### src/hw/rtl/script_record_string_decryptor_defines.svh
// assertion macros used by the string decryptor parser (srsd_front)
`ifndef SCRIPT_RECORD_STRING_DECRYPTOR_DEFINES_SVH
`define SCRIPT_RECORD_STRING_DECRYPTOR_DEFINES_SVH

// condition on this edge implies consequence on this edge
`define SRSD_ASSERT_IMP(lbl, clk, rstn, cond, cons) \
  lbl: assert property (@(posedge clk) disable iff (!rstn) (cond) |-> (cons)) \
    else $error("srsd assertion failed");

// condition on this edge implies consequence on the next edge
`define SRSD_ASSERT_NXT(lbl, clk, rstn, cond, cons) \
  lbl: assert property (@(posedge clk) disable iff (!rstn) (cond) |=> (cons)) \
    else $error("srsd assertion failed");

`endif

### src/hw/rtl/srsd_pkg.sv
// shared types and constants of the record string decryptor
package srsd_pkg;

  // result kinds
  localparam logic [1:0] KIND_BYTE  = 2'd0;
  localparam logic [1:0] KIND_EMPTY = 2'd1;
  localparam logic [1:0] KIND_COUNT = 2'd2;
  localparam logic [1:0] KIND_ERROR = 2'd3;

  // record codes
  localparam logic [7:0] CODE_SKIP = 8'h01;
  localparam logic [7:0] CODE_STR  = 8'h02;
  localparam logic [7:0] CODE_END  = 8'hFF;

  localparam logic [2:0]  SKIP_LEN     = 3'd4;
  localparam logic [31:0] KEY_SEED_RST = 32'h4B5A_B4A5;

  // command queue, depth is a power of two
  localparam int QDEPTH = 4;
  localparam int QPTR_W = 2;
  localparam int QCNT_W = 3;

  typedef enum logic [6:0] {
    PH_CODE  = 7'b0000001,
    PH_SKIP  = 7'b0000010,
    PH_LENLO = 7'b0000100,
    PH_LENHI = 7'b0001000,
    PH_STR   = 7'b0010000,
    PH_DONE  = 7'b0100000,
    PH_FAIL  = 7'b1000000
  } phase_t;

  // one command from parser to decrypt side
  typedef struct packed {
    logic [1:0]  kind;
    logic        first;  // first byte of a string, load key from seed
    logic [31:0] seed;   // key seed taken when the string length completed
    logic [7:0]  data;   // cipher byte for KIND_BYTE
    logic        eos;
    logic [15:0] count;  // capped record count for KIND_COUNT
  } cmd_t;

  // queue status seen by the parser
  typedef struct packed {
    logic full;
  } q_stat_t;

endpackage

### src/hw/rtl/srsd_queue.sv
// short command queue between parser and decrypt stage
module srsd_queue (
  input  logic             clk,
  input  logic             rst_n,
  input  logic             push,
  input  srsd_pkg::cmd_t   push_cmd,
  output srsd_pkg::q_stat_t stat,
  input  logic             pop,
  output logic             pop_valid,
  output srsd_pkg::cmd_t   pop_cmd
);
  import srsd_pkg::*;

  cmd_t              mem_r [QDEPTH];
  logic [QPTR_W-1:0] wr_ptr_r, wr_ptr_nxt;
  logic [QPTR_W-1:0] rd_ptr_r, rd_ptr_nxt;
  logic [QCNT_W-1:0] cnt_r, cnt_nxt;

  assign stat.full = (cnt_r == QCNT_W'(QDEPTH));
  assign pop_valid = (cnt_r != '0);
  assign pop_cmd   = mem_r[rd_ptr_r];

  // pointer and fill count update
  always_comb begin
    wr_ptr_nxt = push ? wr_ptr_r + 1'b1 : wr_ptr_r;
    rd_ptr_nxt = pop ? rd_ptr_r + 1'b1 : rd_ptr_r;
    cnt_nxt    = cnt_r;
    if (push && !pop) begin
      cnt_nxt = cnt_r + 1'b1;
    end else if (pop && !push) begin
      cnt_nxt = cnt_r - 1'b1;
    end
  end

  always_ff @(posedge clk) begin
    if (!rst_n) begin
      wr_ptr_r <= '0;
      rd_ptr_r <= '0;
      cnt_r    <= '0;
    end else begin
      wr_ptr_r <= wr_ptr_nxt;
      rd_ptr_r <= rd_ptr_nxt;
      cnt_r    <= cnt_nxt;
    end
  end

  // entry storage
  always_ff @(posedge clk) begin
    if (push) begin
      mem_r[wr_ptr_r] <= push_cmd;
    end
  end

endmodule

### src/hw/rtl/srsd_front.sv
// record parser: classifies input bytes and queues commands
`include "script_record_string_decryptor_defines.svh"

module srsd_front #(
  parameter int COUNT_BITS = 16
) (
  input  logic              clk,
  input  logic              rst_n,
  input  logic              in_valid,
  output logic              in_ready,
  input  logic [7:0]        data_byte,
  input  logic              end_of_data,
  input  logic              restart,
  input  logic [31:0]       key_seed,
  input  srsd_pkg::q_stat_t q_stat,
  output logic              push,
  output srsd_pkg::cmd_t    push_cmd
);
  import srsd_pkg::*;

  phase_t                phase_r, phase_nxt;
  logic [2:0]            skip_r, skip_nxt;
  logic [7:0]            len_lo_r, len_lo_nxt;
  logic [15:0]           left_r, left_nxt;
  logic                  first_r, first_nxt;
  logic [31:0]           str_seed_r, str_seed_nxt;
  logic [COUNT_BITS-1:0] cnt_r, cnt_nxt;
  logic                  accept;
  logic                  parked;

  assign in_ready = !q_stat.full;
  assign accept   = in_valid && in_ready;
  assign parked   = (phase_r == PH_DONE) || (phase_r == PH_FAIL);

  // parse step for one request
  always_comb begin
    phase_t                     cur;
    logic [COUNT_BITS-1:0]      cur_cnt;
    logic [COUNT_BITS+15:0]     cnt_ext;
    logic [COUNT_BITS-1:0]      cnt_inc;
    logic [15:0]                cnt_cap;
    logic [15:0]                len_full;

    cur      = restart ? PH_CODE : phase_r;
    cur_cnt  = restart ? '0 : cnt_r;
    cnt_ext  = {16'h0, cur_cnt};
    cnt_cap  = (|cnt_ext[COUNT_BITS+15:16]) ? 16'hFFFF : cnt_ext[15:0];
    cnt_inc  = (&cur_cnt) ? cur_cnt : cur_cnt + 1'b1;
    len_full = {data_byte, len_lo_r};

    phase_nxt = phase_r;
    skip_nxt  = skip_r;
    len_lo_nxt = len_lo_r;
    left_nxt  = left_r;
    first_nxt = first_r;
    str_seed_nxt = str_seed_r;
    cnt_nxt   = cnt_r;
    push      = 1'b0;
    push_cmd  = '0;

    if (accept) begin
      phase_nxt = cur;
      cnt_nxt   = cur_cnt;
      if (cur == PH_DONE || cur == PH_FAIL) begin
        // parked until restart
      end else if (end_of_data) begin
        push = 1'b1;
        if (cur == PH_CODE) begin
          push_cmd.kind  = KIND_COUNT;
          push_cmd.count = cnt_cap;
          phase_nxt      = PH_DONE;
        end else begin
          push_cmd.kind = KIND_ERROR;
          phase_nxt     = PH_FAIL;
        end
      end else begin
        unique case (cur)
          PH_CODE: begin
            if (data_byte == CODE_END) begin
              push           = 1'b1;
              push_cmd.kind  = KIND_COUNT;
              push_cmd.count = cnt_cap;
              phase_nxt      = PH_DONE;
            end else if (data_byte == CODE_SKIP) begin
              skip_nxt  = SKIP_LEN;
              phase_nxt = PH_SKIP;
            end else if (data_byte == CODE_STR) begin
              phase_nxt = PH_LENLO;
            end else begin
              push          = 1'b1;
              push_cmd.kind = KIND_ERROR;
              phase_nxt     = PH_FAIL;
            end
          end
          PH_SKIP: begin
            skip_nxt = skip_r - 1'b1;
            if (skip_r == 3'd1) begin
              cnt_nxt   = cnt_inc;
              phase_nxt = PH_CODE;
            end
          end
          PH_LENLO: begin
            len_lo_nxt = data_byte;
            phase_nxt  = PH_LENHI;
          end
          PH_LENHI: begin
            left_nxt = len_full;
            if (len_full == 16'h0) begin
              push          = 1'b1;
              push_cmd.kind = KIND_EMPTY;
              cnt_nxt       = cnt_inc;
              phase_nxt     = PH_CODE;
            end else begin
              // the string keeps the seed that is current now
              first_nxt    = 1'b1;
              str_seed_nxt = key_seed;
              phase_nxt    = PH_STR;
            end
          end
          PH_STR: begin
            push           = 1'b1;
            push_cmd.kind  = KIND_BYTE;
            push_cmd.first = first_r;
            push_cmd.seed  = str_seed_r;
            push_cmd.data  = data_byte;
            push_cmd.eos   = (left_r == 16'h1);
            left_nxt       = left_r - 1'b1;
            first_nxt      = 1'b0;
            if (left_r == 16'h1) begin
              cnt_nxt   = cnt_inc;
              phase_nxt = PH_CODE;
            end
          end
          default: begin
            phase_nxt = PH_FAIL;
          end
        endcase
      end
    end
  end

  always_ff @(posedge clk) begin
    if (!rst_n) begin
      phase_r    <= PH_CODE;
      skip_r     <= '0;
      len_lo_r   <= '0;
      left_r     <= '0;
      first_r    <= 1'b0;
      str_seed_r <= KEY_SEED_RST;
      cnt_r      <= '0;
    end else begin
      phase_r    <= phase_nxt;
      skip_r     <= skip_nxt;
      len_lo_r   <= len_lo_nxt;
      left_r     <= left_nxt;
      first_r    <= first_nxt;
      str_seed_r <= str_seed_nxt;
      cnt_r      <= cnt_nxt;
    end
  end

  // commands only come from accepted requests
  `SRSD_ASSERT_IMP(a_push_on_accept, clk, rst_n, push, accept)
  // a parked parser stays silent until restart
  `SRSD_ASSERT_IMP(a_parked_silent, clk, rst_n, accept && !restart && parked, !push)
  // skip phase always has bytes left to drop
  `SRSD_ASSERT_IMP(a_skip_nonzero, clk, rst_n, phase_r == PH_SKIP, skip_r != 3'd0)
  // a string request that ends a record returns to code phase
  `SRSD_ASSERT_NXT(a_eos_to_code, clk, rst_n, push && push_cmd.eos, phase_r == PH_CODE)

endmodule

### src/hw/rtl/srsd_back.sv
// decrypt stage: running key, result formatting and output register
module srsd_back (
  input  logic           clk,
  input  logic           rst_n,
  input  logic           cfg_wr_en,
  input  logic [31:0]    cfg_wr_data,
  output logic [31:0]    key_seed,
  input  logic           q_valid,
  input  srsd_pkg::cmd_t q_cmd,
  output logic           pop,
  output logic           out_valid,
  input  logic           out_ready,
  output logic [1:0]     out_kind,
  output logic [7:0]     plain_byte,
  output logic           end_of_string,
  output logic [15:0]    records_seen
);
  import srsd_pkg::*;

  logic [31:0] seed_r;
  logic [31:0] key_r, key_nxt;
  logic        valid_r;
  logic [1:0]  kind_r;
  logic [7:0]  plain_r;
  logic        eos_r;
  logic [15:0] recs_r;
  logic [31:0] key_cur;
  logic [7:0]  plain_cur;

  assign pop      = q_valid && (!valid_r || out_ready);
  assign key_seed = seed_r;

  // key step for one string byte
  always_comb begin
    key_cur   = q_cmd.first ? q_cmd.seed : key_r;
    plain_cur = q_cmd.data ^ key_cur[7:0];
    key_nxt   = key_r;
    if (pop && q_cmd.kind == KIND_BYTE) begin
      key_nxt = {24'h0, plain_cur}
              ^ ({key_cur[22:0], 9'h0} | {23'h0, key_cur[31:27], 4'h0});
    end
  end

  // seed register and running key
  always_ff @(posedge clk) begin
    if (!rst_n) begin
      seed_r <= KEY_SEED_RST;
      key_r  <= KEY_SEED_RST;
    end else begin
      if (cfg_wr_en) begin
        seed_r <= cfg_wr_data;
      end
      key_r <= key_nxt;
    end
  end

  // output register
  always_ff @(posedge clk) begin
    if (!rst_n) begin
      valid_r <= 1'b0;
    end else if (pop) begin
      valid_r <= 1'b1;
    end else if (out_ready) begin
      valid_r <= 1'b0;
    end
  end

  always_ff @(posedge clk) begin
    if (pop) begin
      kind_r  <= q_cmd.kind;
      plain_r <= (q_cmd.kind == KIND_BYTE) ? plain_cur : 8'h0;
      eos_r   <= (q_cmd.kind == KIND_BYTE) && q_cmd.eos;
      recs_r  <= (q_cmd.kind == KIND_COUNT) ? q_cmd.count : 16'h0;
    end
  end

  assign out_valid     = valid_r;
  assign out_kind      = kind_r;
  assign plain_byte    = plain_r;
  assign end_of_string = eos_r;
  assign records_seen  = recs_r;

endmodule

### src/hw/rtl/script_record_string_decryptor.sv
// top level of the script record string decryptor
//
//   channel  | ports                         | carries
//   ---------+-------------------------------+----------------------------------
//   input    | in_tvalid/tready/tdata/tlast/ | one record-area byte per request
//            | tuser                         |
//   result   | out_tvalid/tready/tdata/tlast/| plain byte, empty, count or error
//            | tuser                         |
//   config   | cfg_wr_en/cfg_wr_data         | key seed
//
// one request per cycle; in_tready drops only when the command queue is full.
// a result passes the parser, a four-entry command queue and the decrypt
// output register. the key update is a shift and xor in the decrypt stage,
// one byte per cycle while the output register is empty or out_tready is high.
// synchronous active-low reset, no clearing pass.
module script_record_string_decryptor #(
  parameter int COUNT_BITS = 16
) (
  input  logic        clk,
  input  logic        rst_n,
  input  logic        in_tvalid,
  output logic        in_tready,
  input  logic [7:0]  in_tdata,   // [7:0] data_byte
  input  logic        in_tlast,   // end_of_data
  input  logic        in_tuser,   // restart
  output logic        out_tvalid,
  input  logic        out_tready,
  output logic [23:0] out_tdata,  // [7:0] plain_byte, [23:8] records_seen
  output logic        out_tlast,  // end_of_string
  output logic [1:0]  out_tuser,  // [1:0] out_kind
  input  logic        cfg_wr_en,
  input  logic [31:0] cfg_wr_data
);
  import srsd_pkg::*;

  q_stat_t     q_stat;
  logic        push;
  cmd_t        push_cmd;
  logic        q_valid;
  cmd_t        q_cmd;
  logic        pop;
  logic [31:0] key_seed;
  logic [7:0]  plain_byte;
  logic [15:0] records_seen;

  srsd_front #(
    .COUNT_BITS(COUNT_BITS)
  ) u_front (
    .clk        (clk),
    .rst_n      (rst_n),
    .in_valid   (in_tvalid),
    .in_ready   (in_tready),
    .data_byte  (in_tdata),
    .end_of_data(in_tlast),
    .restart    (in_tuser),
    .key_seed   (key_seed),
    .q_stat     (q_stat),
    .push       (push),
    .push_cmd   (push_cmd)
  );

  srsd_queue u_queue (
    .clk      (clk),
    .rst_n    (rst_n),
    .push     (push),
    .push_cmd (push_cmd),
    .stat     (q_stat),
    .pop      (pop),
    .pop_valid(q_valid),
    .pop_cmd  (q_cmd)
  );

  srsd_back u_back (
    .clk          (clk),
    .rst_n        (rst_n),
    .cfg_wr_en    (cfg_wr_en),
    .cfg_wr_data  (cfg_wr_data),
    .key_seed     (key_seed),
    .q_valid      (q_valid),
    .q_cmd        (q_cmd),
    .pop          (pop),
    .out_valid    (out_tvalid),
    .out_ready    (out_tready),
    .out_kind     (out_tuser),
    .plain_byte   (plain_byte),
    .end_of_string(out_tlast),
    .records_seen (records_seen)
  );

  assign out_tdata = {records_seen, plain_byte};

endmodule
### config.mk
export PLATFORM = sky130hd
export DESIGN_NAME = script_record_string_decryptor
export DESIGN_NICKNAME = d
export VERILOG_FILES = /design/src/hw/rtl/srsd_pkg.sv /design/src/hw/rtl/srsd_queue.sv /design/src/hw/rtl/srsd_front.sv /design/src/hw/rtl/srsd_back.sv /design/src/hw/rtl/script_record_string_decryptor.sv
export VERILOG_INCLUDE_DIRS = /design/src /design/src/hw/rtl
export SDC_FILE = /design/constraint.sdc
export NUM_CORES = 1
export LEC_CHECK = 0
export BUFFER_PORTS_ARGS = -buffer_cell sky130_fd_sc_hd__buf_4
export CAP_MARGIN = 10
export CORE_UTILIZATION = 30
export DETAILED_ROUTE_END_ITERATION = 7
export GPL_TIMING_DRIVEN = 0
export PLACE_DENSITY = 0.51
export SYNTH_ARGS = -nofsm -noshare
export SYNTH_HDL_FRONTEND = slang
export SYNTH_SLANG_ARGS = --single-unit
### constraint.sdc
create_clock -name clk -period 5.1 [get_ports clk]
set_clock_uncertainty 0.05 [all_clocks]
set_input_delay 0.51 -clock clk [delete_from_list [all_inputs] [get_ports clk]]
set_output_delay 0.51 -clock clk [all_outputs]
set_load 0.05 [all_outputs]
==> flow_summary.yaml, run 1 <==
logic_synthesis:
  synth_cell_types: 66
  synth_edf_count: 219
  synth_flop_cell: "edfxtp_1"
  syn_area_um2: 14180
  synth-seq-cells: 340
  yosysWarnings: 0
  syn_area_per_cell_um2: 13.03
  synth_fp_nets: 1146
  ys_seq_area_frac: 0.6346
  synthArstFlopShare: 0
  syn_inst: 1088
power:
  power_density_nw_per_um2: 501.6
  power_leakage_nw: 5.902
  ir_worst_vdd_v: 0.0002559
finish:
  fin_util: 0.3577
  final_common_cell: "edfxtp_1"
  diodes: 0
  fin_nets: 1247
  fin_area_um2: 16650
  syn_to_final_growth_pct: 17.44
  final_cell_mix: "edfxtp_1, dfxtp_1, nand2_1, nor2_1, buf_4"
  fin_cells: 1825
  layout-drive-gt1-share: 0.1576
die:
  fp.dieW_um: 219.4
  dieArea_um2: 48140
  core-area_um2: 46560
  pin_count: 76
  rows: 79
  start_util: 0.3046
  die_h_um: 219.4
critical_path:
  critPathArrivalTime_ns: 4.19
  crit_path_max_fanout: 10
  required_ns: 5.52
  rrSetupSlack_ns: 1.33
  path_cells: "nor4_4 -> nand4b_4 -> or4_4 -> a31oi_2 -> ha_1 -> inv_1 -> fa_1 -> xor2_1 -> or3_1 -> a21oi_1"
  crit_type: "flip-flop to flip-flop"
  cp-end-kind: "flip-flop"
  critPathMaxStageDelay_ns: 0.63
  cpLargestDelayFamily: "simple AND/OR/NAND/NOR gates"
  cp-start-kind: "flip-flop"
  timing.critical_path.buf_inv: 1
  slowest_stage: "or4_4"
route:
  drtAntennaViolNets: 0
  wl_per_cell_um: 19.10
  vias: 9062
  first_iter_violations: 627
  drc: 0
  drt-total-wl_um: 34850
  firstDrtPassIters: 5
  vias_per_cell: 4.965
clock_tree:
  clock-sinks: 340
  cts_hold_buffers: 0
  cts_buffers: 38
  clk_pin_slew_worst_paths_ns: 0.06
  clockRootBuffer: "clkbuf_16"
  clk_latency_ns: 0.54
  cts_buffer_depth: 3
  cts_tree: "built"
  cts_resized: 0
  h-tree-depth: 2
  cts_setup_buffers: 0
run:
  cap_violations: 0
grt:
  grt-ovfl-total: 0
  antenna_found_initial: 0
  grt_max_degree: 49
  track_usage: 0.1489
  first_global_vias: 9089
  grt_pass1_wl_um: 54250
placement:
  place_congestion: 0.8462
  dpl_cell_area_um2: 15430
  dp_cells: 1756
  io_buffers: 60
  hpwl_um: 23300
timing:
  finalCriticalPeriod_ns: 3.765
  hold_viol_final: 0
  whs_ns: 0.1376
  tightestPinTransition_ns: 0.9506
  max_freq_ghz: 0.2656
  tns_ns: 0
  setup_violations: 0
  maxSlewHeadroom: 0.3662
  drv_slew: 0
  fin_crit_sh: 0.7383
  rsz0062_at_grt: "no"
hold_path:
  worstHoldPathType: "primary input to flip-flop"
run_status:
  status: "completed"
[per-stage QoR]
step                      setup slack, ns  power, mW
after global placement            -0.1570      5.705
final                               1.335      8.353
after floorplan                     1.334      5.052
after global routing                1.181      8.747
after CTS                           1.315      8.483
after detailed placement            1.101      5.758
[state kept, by name, summed over array words and instances (netlist names), 16 cells and up, named ones only]
signal and flops:
u_back.key_r 20, u_back.key_seed 20, u_back.records_seen 16, u_front.cnt_r 16
u_front.left_r 16, u_front.str_seed_r 20, u_queue.mem_r 192
[path summary, 6_finish.rpt]
path	from	end	cells past startpoint
hold / removal	cfg_wr_data[7]	u_back.key_seed[7]	3
setup / recovery	u_front.phase_r[1]	u_queue.cnt_r[2]	10
hold reg to reg	u_front.str_seed_r[1]	u_front.str_seed_r[1]	2
setup reg to reg	u_front.phase_r[1]	u_queue.cnt_r[2]	10
[routing by layer]
| metal | wire, um | vias up | global-route usage |
|---|---|---|---|
| met2 | 16500 | 209 | 0.2426 |
| met3 | 1450 | 48 | 0.02370 |
| li1 | - | 4280 | - |
| met4 | 670 | 0 | 0.04815 |
| met5 | 0 | - | 0 |
| met1 | 16230 | 4525 | 0.2014 |
[where the power goes]
| part | internal (mW) | total [mW] | leakage, nW | switching, mW |
|---|---|---|---|---|
| logic | 0.805 | 2.17 | 2.12 | 1.36 |
| clock network | 1.60 | 2.70 | 0.606 | 1.10 |
| registers | 3.35 | 3.48 | 3.17 | 0.131 |
[final cells by class]
class / count / area (um2)
plain buffers: 63 / 245.2
clock buffers: 50 / 1047
clock inverters: 19 / 177.7
fillers: 4524 / 29900
inverters: 23 / 86.33
multi-input cells: 662 / 4860
flip-flops and latches: 340 / 8999
well taps: 607 / 759.5
repair buffers: 61 / 478.0
[cells by family after synthesis]
logic type | Yosys count | share of synthesized area
XOR/XNOR | 20 | 0.01235
AND/OR/NAND/NOR | 383 | 0.1371
flip-flops | 340 | 0.6346
adder cells (fa/ha/maj) | 11 | 0.01024
buffers and inverters | 86 | 0.02338
AO/OA/AOI/OAI | 150 | 0.07068
multiplexers | 98 | 0.1116
[tightest hold or removal path, stage by stage]
cell	delay, ns
buf_4	0.08
mux2i_1	0.05
nand2_1	0.06
[synth_stat cells (3+ instances only)]
| cell type | n | share of area |
|---|---|---|
| and4_1 | 3 | 0.0019 |
| nor2_1 | 90 | 0.024 |
| mux2i_1 | 49 | 0.035 |
| xnor2_1 | 6 | 0.0037 |
| clkbuf_1 | 48 | 0.013 |
| buf_2 | 7 | 0.0025 |
| nand3_1 | 29 | 0.010 |
| or2_2 | 6 | 0.0026 |
| mux4_2 | 48 | 0.076 |
| nor3_1 | 23 | 0.0081 |
| o21ai_0 | 21 | 0.0074 |
| dfxtp_1 | 121 | 0.17 |
| inv_1 | 23 | 0.0061 |
| a21oi_1 | 45 | 0.016 |
| nor4b_1 | 4 | 0.0025 |
| or4_1 | 8 | 0.0042 |
| o21a_1 | 3 | 0.0016 |
| nand4_1 | 10 | 0.0044 |
| and3_1 | 9 | 0.0040 |
| nor4_1 | 10 | 0.0044 |
| ha_1 | 10 | 0.0088 |
| a31oi_1 | 15 | 0.0066 |
| a22oi_1 | 3 | 0.0016 |
| buf_1 | 8 | 0.0021 |
| xor2_1 | 14 | 0.0086 |
| and2_1 | 54 | 0.024 |
| nor2b_1 | 21 | 0.0093 |
| or3_1 | 6 | 0.0026 |
| o211ai_1 | 19 | 0.010 |
| nand2_1 | 98 | 0.026 |
| a2111oi_0 | 3 | 0.0019 |
| a211oi_1 | 12 | 0.0064 |
| edfxtp_1 | 219 | 0.46 |
Power figures use the tool's default switching activity.
==> run 2: changes to the inputs <==
PLACE_DENSITY = 0.53   (was 0.51)
clock period = 3.36 ns   (was 5.1 ns; I/O delays follow)
==> run 2 against run 1 <==
  * Die area unchanged
  * Cell area is 1.6% higher
  * Fmax rose by 18%
  * Largest cell class unchanged
  * Highest routed layer unchanged
==> flow_summary.yaml, run 2 (same netlist as run 1, synthesis figures left out) <==
placement:
  dp_cells: 1755
  place_congestion: 0.8491
  io_buffers: 60
  hpwl_um: 23120
critical_path:
  critPathArrivalTime_ns: 3.60
  timing.rr.end: "u_queue.cnt_r[2]"
  r2r-start: "u_front.phase_r[3]"
  critPathMaxStageDelay_ns: 0.58
  required_ns: 3.76
  crit_path_end: "u_queue.cnt_r[2]"
  cpMostUsedCell: "a21oi_1"
  crit_path_max_fanout: 6
  slowest_stage: "or4_4"
  cp-end-kind: "flip-flop"
  cp-start-kind: "flip-flop"
  crit_type: "flip-flop to flip-flop"
  critPathLaunch: "u_front.phase_r[3]"
  path_cells: "or4_4 -> o41ai_4 -> a21oi_1 -> a31oi_4 -> ha_1 -> inv_1 -> fa_1 -> xor2_1 -> or3_1 -> a21oi_1"
  rrSetupSlack_ns: 0.16
  worst_r2r_path_depth: 10
grt:
  first_global_vias: 9252
  grt-ovfl-total: 0
  track_usage: 0.1480
  grt_max_degree: 49
  antenna_found_initial: 0
  grt_pass1_wl_um: 54320
timing:
  fin_crit_sh: 0.9520
  hold_viol_final: 0
  tns_ns: 0
  tightestPinTransition_ns: 0.9846
  maxSlewHeadroom: 0.3375
  max_freq_ghz: 0.3126
  setup_violations: 0
  drv_slew: 0
  rsz0062_at_grt: "no"
  finalCriticalPeriod_ns: 3.199
finish:
  layout-drive-gt1-share: 0.1621
  fin_nets: 1269
  final_cell_mix: "edfxtp_1, dfxtp_1, nand2_1, nor2_1, buf_4"
  largest_register: "u_queue.mem_r"
  diodes: 0
  final_common_cell: "edfxtp_1"
  largest_reg_flops: 192
  fin_cells: 1847
  syn_to_final_growth_pct: 19.27
die:
  start_util: 0.3046
  fp.dieW_um: 219.4
  core-area_um2: 46560
  rows: 79
  dieArea_um2: 48140
  pin_count: 76
  die_h_um: 219.4
power:
  power_density_nw_per_um2: 755.0
  ir_worst_vdd_v: 0.0003020
  total_power_mw: 12.77
  power_leakage_nw: 6.015
hold_path:
  worstHoldPathType: "primary input to flip-flop"
run:
  cap_violations: 0
route:
  drt-total-wl_um: 35020
  drtAntennaViolNets: 0
  vias_per_cell: 4.958
  first_iter_violations: 611
  firstDrtPassIters: 5
  drc: 0
  vias: 9157
  wl_per_cell_um: 18.96
clock_tree:
  cts_buffer_depth: 3
  clk_pin_slew_worst_paths_ns: 0.06
  cts_buffers: 38
  clockRootBuffer: "clkbuf_16"
  h-tree-depth: 2
  cts_tree: "built"
  clock-sinks: 340
  clk_latency_ns: 0.53
run_status:
  status: "completed"
==> run 2: worst min path at each step <==
stage                     startpoint  slack, ns                      to  cells after the start
4_1_cts              cfg_wr_data[28]      0.006     u_back.key_seed[28]                      3
6_report             cfg_wr_data[28]       0.02     u_back.key_seed[28]                      3
2_1_floorplan    u_back.key_seed[11]       0.38  u_front.str_seed_r[11]                      2
3_3_place_gp   u_front.str_seed_r[1]       0.39   u_front.str_seed_r[1]                      2
5_1_grt              cfg_wr_data[28]       0.02     u_back.key_seed[28]                      3
3_5_place_dp   u_front.str_seed_r[6]       0.39   u_front.str_seed_r[6]                      2
==> run 2: layout make-up <==
class | count | area [um2]
Tap cell | 607 | 759.5
Fill cell | 4509 | 29640
Multi-Input combinational cell | 662 | 4888
Inverter | 23 | 86.33
Timing Repair Buffer | 83 | 668.1
Clock inverter | 17 | 166.4
Sequential cell | 340 | 8999
Buffer | 63 | 249.0
Clock buffer | 52 | 1096
==> run 2: critical path: cells and delay by family (launching register included) <==
kind	cells	cell delay, ns
adder cells (fa/ha/maj)	2	0.58
AO/OA/AOI/OAI	4	1.00
buffers and inverters	1	0.06
flip-flops	1	0.38
XOR/XNOR	1	0.18
AND/OR/NAND/NOR	2	0.88
==> run 2: power by group <==
group          internal, mW  switching, mW
Clock                  2.52           1.67
Sequential             5.09          0.199
Combinational          1.21           2.08
Total                  8.82           3.94
==> run 2: routing by layer <==
metal / part of all wire / global-route usage / vias to the layer above / wire length [um]
met5: 0 / 0 / - / 0
met4: 0.027 / 0.05162 / 0 / 933
met3: 0.040 / 0.02273 / 71 / 1403
met2: 0.46 / 0.2370 / 197 / 16270
met1: 0.47 / 0.2029 / 4568 / 16410
li1: - / - / 4321 / -
==> run 2: timing repair <==
action,in CTS,in global routing
pin swaps,3,0
hold buffers,18,0
endpoints found under the hold margin,18,0
gates resized for setup,2,4
buffers inserted,5,0
endpoints found under the setup margin,193,41
==> run 2: through the flow <==
step,cell area [um2],util,setup slack [ns],hold WS [ns]
after floorplan,14180,-,0.1065,0.3812
after global placement,15390,0.3307,-0.6077,0.3902
after detailed placement,15400,0.3308,-0.3411,0.3944
after CTS,16900,0.3630,0.04696,0.006134
after global routing,16910,0.3633,0.0001990,0.01883
final,16910,0.3633,0.1613,0.02370
